$ cat src/sv/lgs_pkg.sv
// ----------------------------------------------------------------------------
// lgs_pkg: shared definitions for the Life generation stencil unit
// Register indexes, fixed field widths and the flag group passed from the
// raster counter to the evaluation stage.
// ----------------------------------------------------------------------------
package lgs_pkg;

  // Configuration port
  localparam int unsigned CFG_IDX_W  = 2;
  localparam int unsigned CFG_DATA_W = 11;

  localparam logic [CFG_IDX_W-1:0] REG_GRID_ROWS = 2'd0;
  localparam logic [CFG_IDX_W-1:0] REG_GRID_COLS = 2'd1;

  // Geometry after reset, before clamping to the build limits
  localparam int unsigned CFG_DIM_RST = 1024;

  // Width of the reported row/column fields
  localparam int unsigned OUT_POS_W = 10;

  // One column of the 3-high stripe: bit 0 top, bit 1 middle, bit 2 bottom
  localparam int unsigned COL_H = 3;

  // Per-cell flags produced by the raster counter
  typedef struct packed {
    logic emit;  // interior cell (r-1, c-1) completes on this cell
    logic last;  // that interior cell is the final one of the grid
  } pos_flags_t;

endpackage

$ cat src/sv/lgs_ram.sv
// ----------------------------------------------------------------------------
// lgs_ram: generic simple dual-port RAM
// One write port and one read port, read data registered.
// The read register holds its value while no read is issued.
// ----------------------------------------------------------------------------
module lgs_ram #(
  parameter int unsigned WIDTH = 2,
  parameter int unsigned DEPTH = 1024
) (
  input  logic                     clk_i,
  input  logic                     we_i,
  input  logic [$clog2(DEPTH)-1:0] waddr_i,
  input  logic [WIDTH-1:0]         wdata_i,
  input  logic                     re_i,
  input  logic [$clog2(DEPTH)-1:0] raddr_i,
  output logic [WIDTH-1:0]         rdata_o
);

  logic [WIDTH-1:0] mem_q [DEPTH];
  logic [WIDTH-1:0] rdata_q;

  always_ff @(posedge clk_i) begin
    if (we_i) begin
      mem_q[waddr_i] <= wdata_i;
    end
    if (re_i) begin
      rdata_q <= mem_q[raddr_i];
    end
  end

  assign rdata_o = rdata_q;

endmodule

$ cat src/sv/lgs_raster.sv
// ----------------------------------------------------------------------------
// lgs_raster: grid geometry registers and raster position counter
// Holds the clamped last row/column index, tracks the position of the next
// cell to arrive and flags cells that complete an interior neighbourhood.
// ----------------------------------------------------------------------------
module lgs_raster import lgs_pkg::*; #(
  parameter int unsigned MAX_ROWS = 1024,
  parameter int unsigned MAX_COLS = 1024
) (
  input  logic                        clk_i,
  input  logic                        rst_ni,
  // configuration write
  input  logic                        cfg_we_i,
  input  logic [CFG_IDX_W-1:0]        cfg_index_i,
  input  logic [CFG_DATA_W-1:0]       cfg_data_i,
  // one cell accepted
  input  logic                        step_i,
  // position of the next cell to arrive
  output logic [$clog2(MAX_ROWS)-1:0] row_o,
  output logic [$clog2(MAX_COLS)-1:0] col_o,
  output pos_flags_t                  flags_o
);

  localparam int unsigned RW = $clog2(MAX_ROWS);
  localparam int unsigned CW = $clog2(MAX_COLS);

  // Last valid index for a programmed dimension: below 3 acts as 3,
  // above the build limit acts as the limit.
  function automatic int unsigned dim_last(int unsigned v, int unsigned maxv);
    int unsigned res;
    if (v < 3) begin
      res = 2;
    end else if (v > maxv) begin
      res = maxv - 1;
    end else begin
      res = v - 1;
    end
    return res;
  endfunction

  localparam logic [RW-1:0] ROWS_M1_RST = RW'(dim_last(CFG_DIM_RST, MAX_ROWS));
  localparam logic [CW-1:0] COLS_M1_RST = CW'(dim_last(CFG_DIM_RST, MAX_COLS));

  logic [RW-1:0] rows_m1_q, rows_m1_d;
  logic [CW-1:0] cols_m1_q, cols_m1_d;
  logic [RW-1:0] row_q, row_d;
  logic [CW-1:0] col_q, col_d;
  logic          col_wrap;
  logic          row_wrap;

  assign col_wrap = (col_q == cols_m1_q);
  assign row_wrap = (row_q == rows_m1_q);

  // Geometry writes and raster stepping; a known register write restarts the frame
  always_comb begin
    rows_m1_d = rows_m1_q;
    cols_m1_d = cols_m1_q;
    row_d     = row_q;
    col_d     = col_q;
    if (cfg_we_i) begin
      case (cfg_index_i)
        REG_GRID_ROWS: begin
          rows_m1_d = RW'(dim_last(32'(cfg_data_i), MAX_ROWS));
          row_d     = '0;
          col_d     = '0;
        end
        REG_GRID_COLS: begin
          cols_m1_d = CW'(dim_last(32'(cfg_data_i), MAX_COLS));
          row_d     = '0;
          col_d     = '0;
        end
        default: begin
        end
      endcase
    end else if (step_i) begin
      if (col_wrap) begin
        col_d = '0;
        row_d = row_wrap ? '0 : row_q + RW'(1);
      end else begin
        col_d = col_q + CW'(1);
      end
    end
  end

  always_ff @(posedge clk_i or negedge rst_ni) begin
    if (!rst_ni) begin
      rows_m1_q <= ROWS_M1_RST;
      cols_m1_q <= COLS_M1_RST;
      row_q     <= '0;
      col_q     <= '0;
    end else begin
      rows_m1_q <= rows_m1_d;
      cols_m1_q <= cols_m1_d;
      row_q     <= row_d;
      col_q     <= col_d;
    end
  end

  assign row_o        = row_q;
  assign col_o        = col_q;
  assign flags_o.emit = (row_q >= RW'(2)) && (col_q >= CW'(2));
  assign flags_o.last = row_wrap && col_wrap;

endmodule

$ cat src/sv/lgs_window.sv
// ----------------------------------------------------------------------------
// lgs_window: 3x3 neighbourhood window and B3/S23 rule
// Keeps the two previous columns of the stripe; together with the incoming
// column they give the eight neighbours of the centre cell.
// ----------------------------------------------------------------------------
module lgs_window import lgs_pkg::*; (
  input  logic             clk_i,
  input  logic             rst_ni,
  input  logic             shift_i,
  input  logic [COL_H-1:0] col_new_i,
  output logic             next_alive_o
);

  logic [COL_H-1:0] centre_q;
  logic [COL_H-1:0] left_q;
  logic [7:0]       nbrs;
  logic [3:0]       total;

  // Shift the stripe one column on every processed cell
  always_ff @(posedge clk_i or negedge rst_ni) begin
    if (!rst_ni) begin
      centre_q <= '0;
      left_q   <= '0;
    end else if (shift_i) begin
      left_q   <= centre_q;
      centre_q <= col_new_i;
    end
  end

  // Neighbour count, centre cell itself excluded
  assign nbrs = {left_q, col_new_i, centre_q[2], centre_q[0]};

  always_comb begin
    total = '0;
    for (int i = 0; i < 8; i++) begin
      total = total + {3'b000, nbrs[i]};
    end
  end

  assign next_alive_o = (total == 4'd3) || (centre_q[1] && (total == 4'd2));

endmodule

$ cat src/sv/life_generation_stencil_unit.sv
// ----------------------------------------------------------------------------
// life_generation_stencil_unit: streaming Conway Life generation (B3/S23)
// Cells enter one per transfer on the input channel in raster order, row 0
// first. Once the cell at row r, column c (both at least 2) arrives, the next
// state of interior cell (r-1, c-1) leaves on the output channel with its
// position; border cells produce no result. frame_last marks the final
// interior cell, after which the next cell starts a new frame.
// The configuration channel writes grid_rows (index 0) and grid_cols
// (index 1); a write to either restarts the frame. Write it only while idle.
// A result passes through the evaluation stage register, then the output register.
// Throughput: one cell per cycle unless the receiver stalls, set by the line store
// RAM doing one read (incoming column) and one write-back (stage 1 column) each cycle.
// A stalled receiver holds the output register; input keeps flowing until the
// one-deep evaluation stage also holds a result-bearing cell.
// Reset clears the counters, window and channel state; geometry returns to
// 1024x1024 (clamped to MAX_ROWS/MAX_COLS). The line store is not cleared:
// an entry is always rewritten in the row before it is used.
// ----------------------------------------------------------------------------
module life_generation_stencil_unit import lgs_pkg::*; #(
  parameter int unsigned MAX_ROWS = 1024,
  parameter int unsigned MAX_COLS = 1024
) (
  input  logic                  clk_i,
  input  logic                  rst_ni,
  // configuration channel
  input  logic                  cfg_valid_i,
  output logic                  cfg_ready_o,
  input  logic [CFG_IDX_W-1:0]  cfg_index_i,
  input  logic [CFG_DATA_W-1:0] cfg_data_i,
  // input channel
  input  logic                  in_valid_i,
  output logic                  in_ready_o,
  input  logic                  cell_alive_i,
  // output channel
  output logic                  out_valid_o,
  input  logic                  out_ready_i,
  output logic [OUT_POS_W-1:0]  out_row_o,
  output logic [OUT_POS_W-1:0]  out_col_o,
  output logic                  next_alive_o,
  output logic                  frame_last_o
);

  localparam int unsigned RW = $clog2(MAX_ROWS);
  localparam int unsigned CW = $clog2(MAX_COLS);

  logic          cfg_we;
  logic          in_xfer;
  logic [RW-1:0] pos_row;
  logic [CW-1:0] pos_col;
  pos_flags_t    pos_flags;

  // evaluation stage
  logic          s1_valid_q, s1_valid_d;
  logic          s1_bot_q;
  logic [RW-1:0] s1_row_q;
  logic [CW-1:0] s1_col_q;
  pos_flags_t    s1_flags_q;
  logic          s1_adv;

  // line store: bit 0 row above, bit 1 two rows above
  logic [1:0]       line_rd;
  logic [COL_H-1:0] col_new;
  logic             rule_alive;

  // output register
  logic                 out_valid_q, out_valid_d;
  logic [OUT_POS_W-1:0] out_row_q;
  logic [OUT_POS_W-1:0] out_col_q;
  logic                 next_alive_q;
  logic                 frame_last_q;
  logic                 out_load;

  assign cfg_ready_o = 1'b1;
  assign cfg_we      = cfg_valid_i;

  // Stage 1 moves on unless its result would overwrite an untaken one
  assign s1_adv     = s1_valid_q && (!s1_flags_q.emit || !out_valid_q || out_ready_i);
  assign in_ready_o = !s1_valid_q || s1_adv;
  assign in_xfer    = in_valid_i && in_ready_o;
  assign out_load   = s1_adv && s1_flags_q.emit;

  // Raster position and geometry
  lgs_raster #(
    .MAX_ROWS (MAX_ROWS),
    .MAX_COLS (MAX_COLS)
  ) u_raster (
    .clk_i       (clk_i),
    .rst_ni      (rst_ni),
    .cfg_we_i    (cfg_we),
    .cfg_index_i (cfg_index_i),
    .cfg_data_i  (cfg_data_i),
    .step_i      (in_xfer),
    .row_o       (pos_row),
    .col_o       (pos_col),
    .flags_o     (pos_flags)
  );

  // Line store: read on transfer, write back shifted column in stage 1
  lgs_ram #(
    .WIDTH (2),
    .DEPTH (MAX_COLS)
  ) u_line_ram (
    .clk_i   (clk_i),
    .we_i    (s1_adv),
    .waddr_i (s1_col_q),
    .wdata_i ({line_rd[0], s1_bot_q}),
    .re_i    (in_xfer),
    .raddr_i (pos_col),
    .rdata_o (line_rd)
  );

  assign col_new = {s1_bot_q, line_rd[0], line_rd[1]};

  lgs_window u_window (
    .clk_i        (clk_i),
    .rst_ni       (rst_ni),
    .shift_i      (s1_adv),
    .col_new_i    (col_new),
    .next_alive_o (rule_alive)
  );

  // Stage 1 capture
  assign s1_valid_d = in_xfer ? 1'b1 : (s1_adv ? 1'b0 : s1_valid_q);

  always_ff @(posedge clk_i or negedge rst_ni) begin
    if (!rst_ni) begin
      s1_valid_q <= 1'b0;
    end else begin
      s1_valid_q <= s1_valid_d;
    end
  end

  always_ff @(posedge clk_i) begin
    if (in_xfer) begin
      s1_bot_q   <= cell_alive_i;
      s1_row_q   <= pos_row;
      s1_col_q   <= pos_col;
      s1_flags_q <= pos_flags;
    end
  end

  // Output register
  assign out_valid_d = out_load ? 1'b1 : (out_ready_i ? 1'b0 : out_valid_q);

  always_ff @(posedge clk_i or negedge rst_ni) begin
    if (!rst_ni) begin
      out_valid_q <= 1'b0;
    end else begin
      out_valid_q <= out_valid_d;
    end
  end

  always_ff @(posedge clk_i) begin
    if (out_load) begin
      out_row_q    <= OUT_POS_W'(s1_row_q - RW'(1));
      out_col_q    <= OUT_POS_W'(s1_col_q - CW'(1));
      next_alive_q <= rule_alive;
      frame_last_q <= s1_flags_q.last;
    end
  end

  assign out_valid_o  = out_valid_q;
  assign out_row_o    = out_row_q;
  assign out_col_o    = out_col_q;
  assign next_alive_o = next_alive_q;
  assign frame_last_o = frame_last_q;

  // Read and write-back of the line store never hit the same column
  a_ram_no_collision : assert property (@(posedge clk_i) disable iff (!rst_ni)
    (in_xfer && s1_adv) |-> (pos_col != s1_col_q))
    else $error("line store read and write address collide");

  // A result is never loaded over one still waiting
  a_out_no_overwrite : assert property (@(posedge clk_i) disable iff (!rst_ni)
    out_load |-> (!out_valid_q || out_ready_i))
    else $error("output register overwritten");

  // Frame end always lands on an interior cell
  a_last_is_emit : assert property (@(posedge clk_i) disable iff (!rst_ni)
    (s1_valid_q && s1_flags_q.last) |-> s1_flags_q.emit)
    else $error("frame end flagged on a border cell");

  // A new result only appears from an occupied evaluation stage
  a_out_from_s1 : assert property (@(posedge clk_i) disable iff (!rst_ni)
    $rose(out_valid_q) |-> $past(s1_valid_q))
    else $error("result appeared without a cell in stage 1");

endmodule

$ cat config.mk
export PLATFORM = sky130hd
export DESIGN_NAME = life_generation_stencil_unit
export DESIGN_NICKNAME = d
export VERILOG_FILES = /design/src/sv/lgs_pkg.sv /design/src/sv/lgs_ram.sv /design/src/sv/lgs_raster.sv /design/src/sv/lgs_window.sv /design/src/sv/life_generation_stencil_unit.sv
export SDC_FILE = /design/constraint.sdc
export NUM_CORES = 2
export LEC_CHECK = 0
export BUFFER_PORTS_ARGS = -buffer_cell sky130_fd_sc_hd__buf_2
export CAP_MARGIN = 20
export CORE_UTILIZATION = 25
export CTS_BUF_LIST = sky130_fd_sc_hd__clkbuf_16
export CTS_CLUSTER_SIZE = 16
export DETAILED_ROUTE_END_ITERATION = 7
export PLACE_DENSITY = 0.38
export SKIP_CTS_REPAIR_TIMING = 1
export SLEW_MARGIN = 10
export SYNTH_ARGS = -nofsm -noshare
export SYNTH_HDL_FRONTEND = slang
export SYNTH_HIERARCHICAL = 1
export SYNTH_SLANG_ARGS = --single-unit
$ cat constraint.sdc
create_clock -name clk_i -period 26.4 [get_ports clk_i]
set_clock_uncertainty 0.05 [all_clocks]
set_input_delay 2.64 -clock clk_i [delete_from_list [all_inputs] [get_ports clk_i]]
set_output_delay 2.64 -clock clk_i [all_outputs]
set_load 0.02 [all_outputs]
# After elaboration in Yosys (flattened, before gate mapping)
# Memories as Yosys holds them, arrays and structs flattened. A register that Yosys moved wholly into a read port is not among the register bits.
# Cells that the tools add are included.
[totals]
mem_bits_rw = 2048
input_bits = 19
n_memories = 1
output_inout_bits = 25
elab_cells = 79
regBits = 93
[memory_table]
columns = ["name", "depth", "word_bits", "read_ports", "rd_ports_with_merged_regs", "wr", "line", "text"]
rows = [
  ["u_line_ram.mem_q", 1024, 2, 1, 1, 1, "lgs_ram.sv:19", "logic [WIDTH-1:0] mem_q [DEPTH];"],
]
[op_classes]
addsub = 12
n_lt_le_gt_ge = 4
muxes = 16
n_eq_ne = 6
n_reduce_logical = 23
[ops]
columns = ["op", "count"]
rows = [
  ["2-to-1 mux 10 bit", 10],
  ["subtractor 10 x 1 -> 10 bit (second input constant)", 3],
  ["adder 4 x 1 -> 4 bit", 6],
  ["adder 10 x 1 -> 10 bit (second input constant)", 2],
  ["== test 10 bit", 2],
  ["greater-or-equal comparator 10 x 2 -> 1 bit (second input constant)", 2],
  ["greater-than comparator 11 bit (second input constant)", 1],
  ["< comparator 11 x 2 -> 1 bit (second input constant)", 1],
  ["== test 4 x 2 -> 1 bit (second input constant)", 2],
  ["nonzero test 2 bit", 4],
  ["logical AND 1 bit", 6],
  ["2-to-1 mux 1 bit", 6],
  ["AND reduction 2 bit", 3],
  ["logical OR 1 bit", 4],
  ["logical NOT 1 bit", 3],
  ["AND reduction 3 bit", 1],
  ["adder 1 x 1 -> 2 bit", 1],
  ["== test 2 x 1 -> 1 bit (second input constant)", 1],
  ["logical NOT 2 bit", 1],
  ["!= test 2 bit (second input constant)", 1],
  ["OR reduction 2 bit", 1],
]

# Longest topological paths before layout
[logic_depth]
ltp_word = 10
mapped_depth = 15
ltp_nobuf = 9

# Modules after synthesis
# The synthesis kept the hierarchy.
[modules_own_cells]
columns = ["mod", "seq_area_each_um2", "cells_each", "area_per_inst_um2", "n_inst"]
rows = [
  ["lgs_ram", 61559.0, 4793, 83777.8, 1],
  ["lgs_raster", 1026.0, 259, 2448.6, 1],
  ["life_generation_stencil_unit", 1401.3, 104, 1783.0, 1],
  ["lgs_window", 150.1, 41, 410.4, 1],
]

# Worst setup path after synthesis
# OpenSTA, ideal clock, no wires.
[synth_path]
path_type = "register to register"
startpoint = "register u_line_ram.rdata_q[0], in the netlist u_line_ram/rdata_o[0], read port of u_line_ram.mem_q"
endpoint = "register next_alive_q, in the netlist next_alive_o (data pin)"
setup_ns = 0.158
n_path_buf = 0
synth_period_minus_slack_ns = 16.227
arrival_time_ns = 16.019
required_time_ns = 26.192
slack_ns = 10.173
path_stages_with_launch = 10
cell_sequence = "edfxtp_1 > inv_1 > fa_1 > fa_1 > fa_1 > inv_1 > ha_1 > fa_1 > o211a_1 > a211oi_2"
[synth_between]
elab_chain_cells = 8
elab_cells_between_ends = 9
classes_between = "add/sub: 5; eq/ne: 2; reduce/logical: 2"
[synth_lines]
columns = ["item", "line", "text"]
rows = [
  ["start, declared", "lgs_ram.sv:20", "logic [WIDTH-1:0] rdata_q;"],
  ["adder 4 x 1 -> 4 bit (*) (5 in series)", "lgs_window.sv:36", "total = total + {3'b000, nbrs[i]};"],
  ["== test 4 x 2 -> 1 bit", "lgs_window.sv:40", "assign next_alive_o = (total == 4'd3) || (centre_q[1] && (total == 4'd2));"],
  ["logical AND 1 bit", "lgs_window.sv:40", ""],
  ["logical OR 1 bit (*)", "lgs_window.sv:40", ""],
  ["net rule_alive", "life_generation_stencil_unit.sv:63", "logic rule_alive;"],
  ["end signal, assigned", "life_generation_stencil_unit.sv:157", "next_alive_q <= rule_alive;"],
  ["end, declared", "life_generation_stencil_unit.sv:69", "logic next_alive_q;"],
]
# The timed path passes the listed nets; every way through them passes the cells marked *.
# A chain may end at the register's enable or synchronous reset.

==> results by group <==
Drt
  – DRT antenna net count: 0
  – Met1 Routed Length: about 130000 um
  – Met2 routed WL: between 100000 and 150000 um
  – DR vias: between 40k and 50k
  – Routed len/inst: a little under 30 um
  – Routed Wire Length: between 200000 and 300000 um
  – Top Layer Used: met4
  – First DRT Iteration DRCs: around 4.7k
  – Pre-antenna DRT Iters: 5
  – Vias per cell: approximately 4.8
  – DRC viols: 0
  – DR WL met3: 16600 um

Floorplanning
  – Die Y-Extent: 597 um
  – Initial core utilization: 0.251
  – Die X: 597 um
  – Die area: about 0.36 mm2
  – CORE AREA: ~0.35 mm2
  – Ports: 44
  – Number of cell rows: approximately 220

Clock tree
  – CTS Sinks: ~2.1k
  – H-Tree Depth: 4
  – CTS clk-pin slew, worst paths: 70 ps
  – Clock latency on the worst-skew pair: around 900 ps
  – CTS tree: yes
  – Root Driver: clkbuf_16
  – CTS Buf Count: ~240
  – Clock Path Buffers: 4

Synthesis
  – Syn Area/Cell: 17.0 um2
  – Largest cells by area after synthesis: edfxtp_1 (71%), mux4_2 (11%), nor2_1 (4.6%), mux2i_1 (2.3%), clkbuf_1 (1.0%)
  – Post-synthesis cell area: about 0.088 mm2
  – Area leader, netlist: edfxtp_1
  – Number of synthesized flops with an enable pin: 2095
  – Synth unique cells: slightly above 90
  – #FFs+latches synth: roughly 2.1k
  – Post-synth top flop: edfxtp_1
  – Post-Synthesis Cells: just over 5k
  – Async SR Flop Fraction: 0.0224
  – Sequential share of the synthesized area: 0.725
  – Ys Warns: 6
  – Post-Syn Nets: ~5.2k
  – Top cell type's share of synthesized area: 0.711

Worst setup path
  – Crit path DAT: about 7300 ps
  – CP Max Fanout: 33
  – CP startpoint kind: flip-flop
  – Critical Path End Type: flip-flop
  – Critical Setup Path Class: reg -> reg
  – Worst path required time: about 27000 ps

Timing
  – Crit path time final: ~6600 ps
  – Worst hold slack: approximately 420 ps
  – Setup TNS Final: 0 ps
  – Period utilisation layout: 0.250
  – Final hold vios: 0
  – RSZ-0062 raised after global routing: false
  – Rel. slew slack: 0.120
  – Fmax: ~150 MHz
  – # setup viols final: 0
  – Final Max Slew Viols: 0
  – Worst-Margin Slew: 1310 ps

Power
  – PwrDens: just under 80 mW/mm2
  – Sw Ratio: 0.246
  – Cell Int Power: between 6 and 7 mW
  – Reg power frac: 0.480
  – Comb pwr share: 0.115
  – VDD IR max: 0.0532 mV
  – Net switching power: 1.98 mW
  – Leak: about 30 nW
  – Clock share of power: 0.405

Run
  – Maxcap violations: 0

Global route
  – Antenna violations before repair: 29
  – Total track usage: 0.162
  – Vias in the first global route: around 50k
  – First-pass GRT wire length: 405000 um
  – Largest net degree at the start of global routing: 201
  – Overflow left after global routing: 0

Final layout
  – Nets@finish: ~5.3k
  – Synthesis-to-finish area growth: 15.1%
  – Layout cells sized above 1: 0.200
  – Core Util, Final: 0.289
  – Fillers: approximately 35k

Min path
  – HP Class: reg -> reg

Placement
  – # port buffers: 42
  – Final GP Congestion: between 0.7 and 0.8
  – Dpl hpwl: 168000 um

Status
  – Status: finished clean
-- cells in the final DEF, fill, tap and decap left out, types with 22 or more instances in the layout --
cell / n
edfxtp_1: 2095
nor2_1: 1069
mux4_2: 449
clkbuf_16: 242
mux2i_1: 205
buf_4: 149
nand2_1: 132
o221ai_1: 82
inv_1: 73
a21oi_1: 71
clkinv_1: 65
o21ai_0: 65
o22ai_1: 50
nor3_1: 49
clkinv_2: 45
a22oi_1: 45
buf_2: 44
nand3_1: 28
bufinv_16: 24
nand3_4: 24
xor2_1: 23
dfrtp_1: 22
-- power by group through the flow --
stage	combinational, mW	sequential, mW	clock, mW
2_1_floorplan	0.601	4.08	0
3_3_place_gp	0.950	3.94	0
3_5_place_dp	0.949	3.94	0
4_1_cts	0.951	3.87	3.34
5_1_grt	0.994	3.87	3.46
6_report	0.926	3.86	3.26
-- Yosys cell counts (14+ instances only) --
library cell	number
nor2_1	1073
a21oi_1	71
nand2b_1	16
buf_2	29
a22o_1	21
nor2b_1	16
buf_6	35
nor3b_1	14
mux4_2	449
clkbuf_1	242
xnor2_1	19
nand3_1	52
buf_8	14
o22ai_1	50
mux2i_1	205
inv_1	28
dfstp_2	20
nand4_1	21
a22oi_1	45
dfrtp_1	28
buf_4	30
edfxtp_1	2095
nor3_1	50
o221ai_1	82
and3_1	16
buf_1	54
nand2_1	140
o21ai_0	65
xor2_1	23
nor4_1	16
-- worst paths after layout --
check                                         startpoint                              end  slack [ps]  depth (start not counted)
max reg2reg                u_raster/col_o[2]$_DFFE_PN0P_  u_line_ram/rdata_o[1]$_DFFE_PP_       19810                         12
min reg2reg                      s1_flags_q[0]$_DFFE_PP_           frame_last_o$_DFFE_PP_         420                          0
max in group asynchronous                         rst_ni    u_raster/col_o[3]$_DFFE_PN0P_       23980                          2
min                              s1_flags_q[0]$_DFFE_PP_           frame_last_o$_DFFE_PP_         420                          0
max                        u_raster/col_o[2]$_DFFE_PN0P_  u_line_ram/rdata_o[1]$_DFFE_PP_       19810                         12
min in group asynchronous                         rst_ni    u_raster/col_o[2]$_DFFE_PN0P_        1810                          2
-- state kept, by name, summed over array words and instances, names as in the netlist, 3 cells and up --
signal and flops:
out_row_o 10, u_raster/row_o 10, u_window/left_q 3, s1_col_q 10, s1_row_q 10, u_line_ram/mem_q 2048
out_col_o 10, u_raster/rows_m1_q 10, u_window/centre_q 3, u_raster/cols_m1_q 10, u_raster/col_o 10
-- layout make-up --
type / instances / area (um2) / share of cell area
antenna: 6 / 15.0 / 0.000148
clock buffer: 242 / 6060 / 0.0595
clock inverter: 191 / 1490 / 0.0146
inverter: 30 / 119 / 0.00117
multi-input combinational: 2618 / 22500 / 0.221
sequential: 2143 / 64200 / 0.630
tap: 4730 / 5920 / 0.0581
timing repair buffer: 203 / 1550 / 0.0152
-- worst max-delay path: stages (launching register included) --
cell	delay, ps
dfrtp_4	640
buf_4	700
buf_4	710
and2_2	550
buf_4	530
a22oi_1	230
a21oi_1	380
or4b_1	350
nand4b_1	360
a31oi_1	1020
o311ai_0	380
buf_2	260
nand4_1	90
-- layer usage --
layer | vias up | track usage
li1 | 20500 | -
met1 | 26000 | 0.221
met2 | 1485 | 0.265
met3 | 407 | 0.0260
met4 | 0 | 0.0454
met5 | - | 0
-- per-stage QoR --
step	worst slack, ps	power, mW	area, um2	cells
after floorplan	10170	4.68	88400	5197
after global placement	19220	4.89	94200	9718
after detailed placement	19760	4.89	94200	9723
after CTS	19710	8.16	102000	10200
after global routing	19590	8.32	102000	10200
final	19810	8.05	102000	10200
-- cells by family (layout without fill, tap and decap cells) --
family                   Yosys count  in the layout  synth area share
adder cells (fa/ha/maj)           14             14           0.00232
multiplexers                     666            666             0.139
AND/OR/NAND/NOR                 1468           1468            0.0696
other                              1              7         0.0000424
buffers and inverters            436            666            0.0253
AO/OA/AOI/OAI                    426            426            0.0339
XOR/XNOR                          43             43           0.00434
flip-flops                      2143           2143             0.725
(Power assumes the default switching activity.)
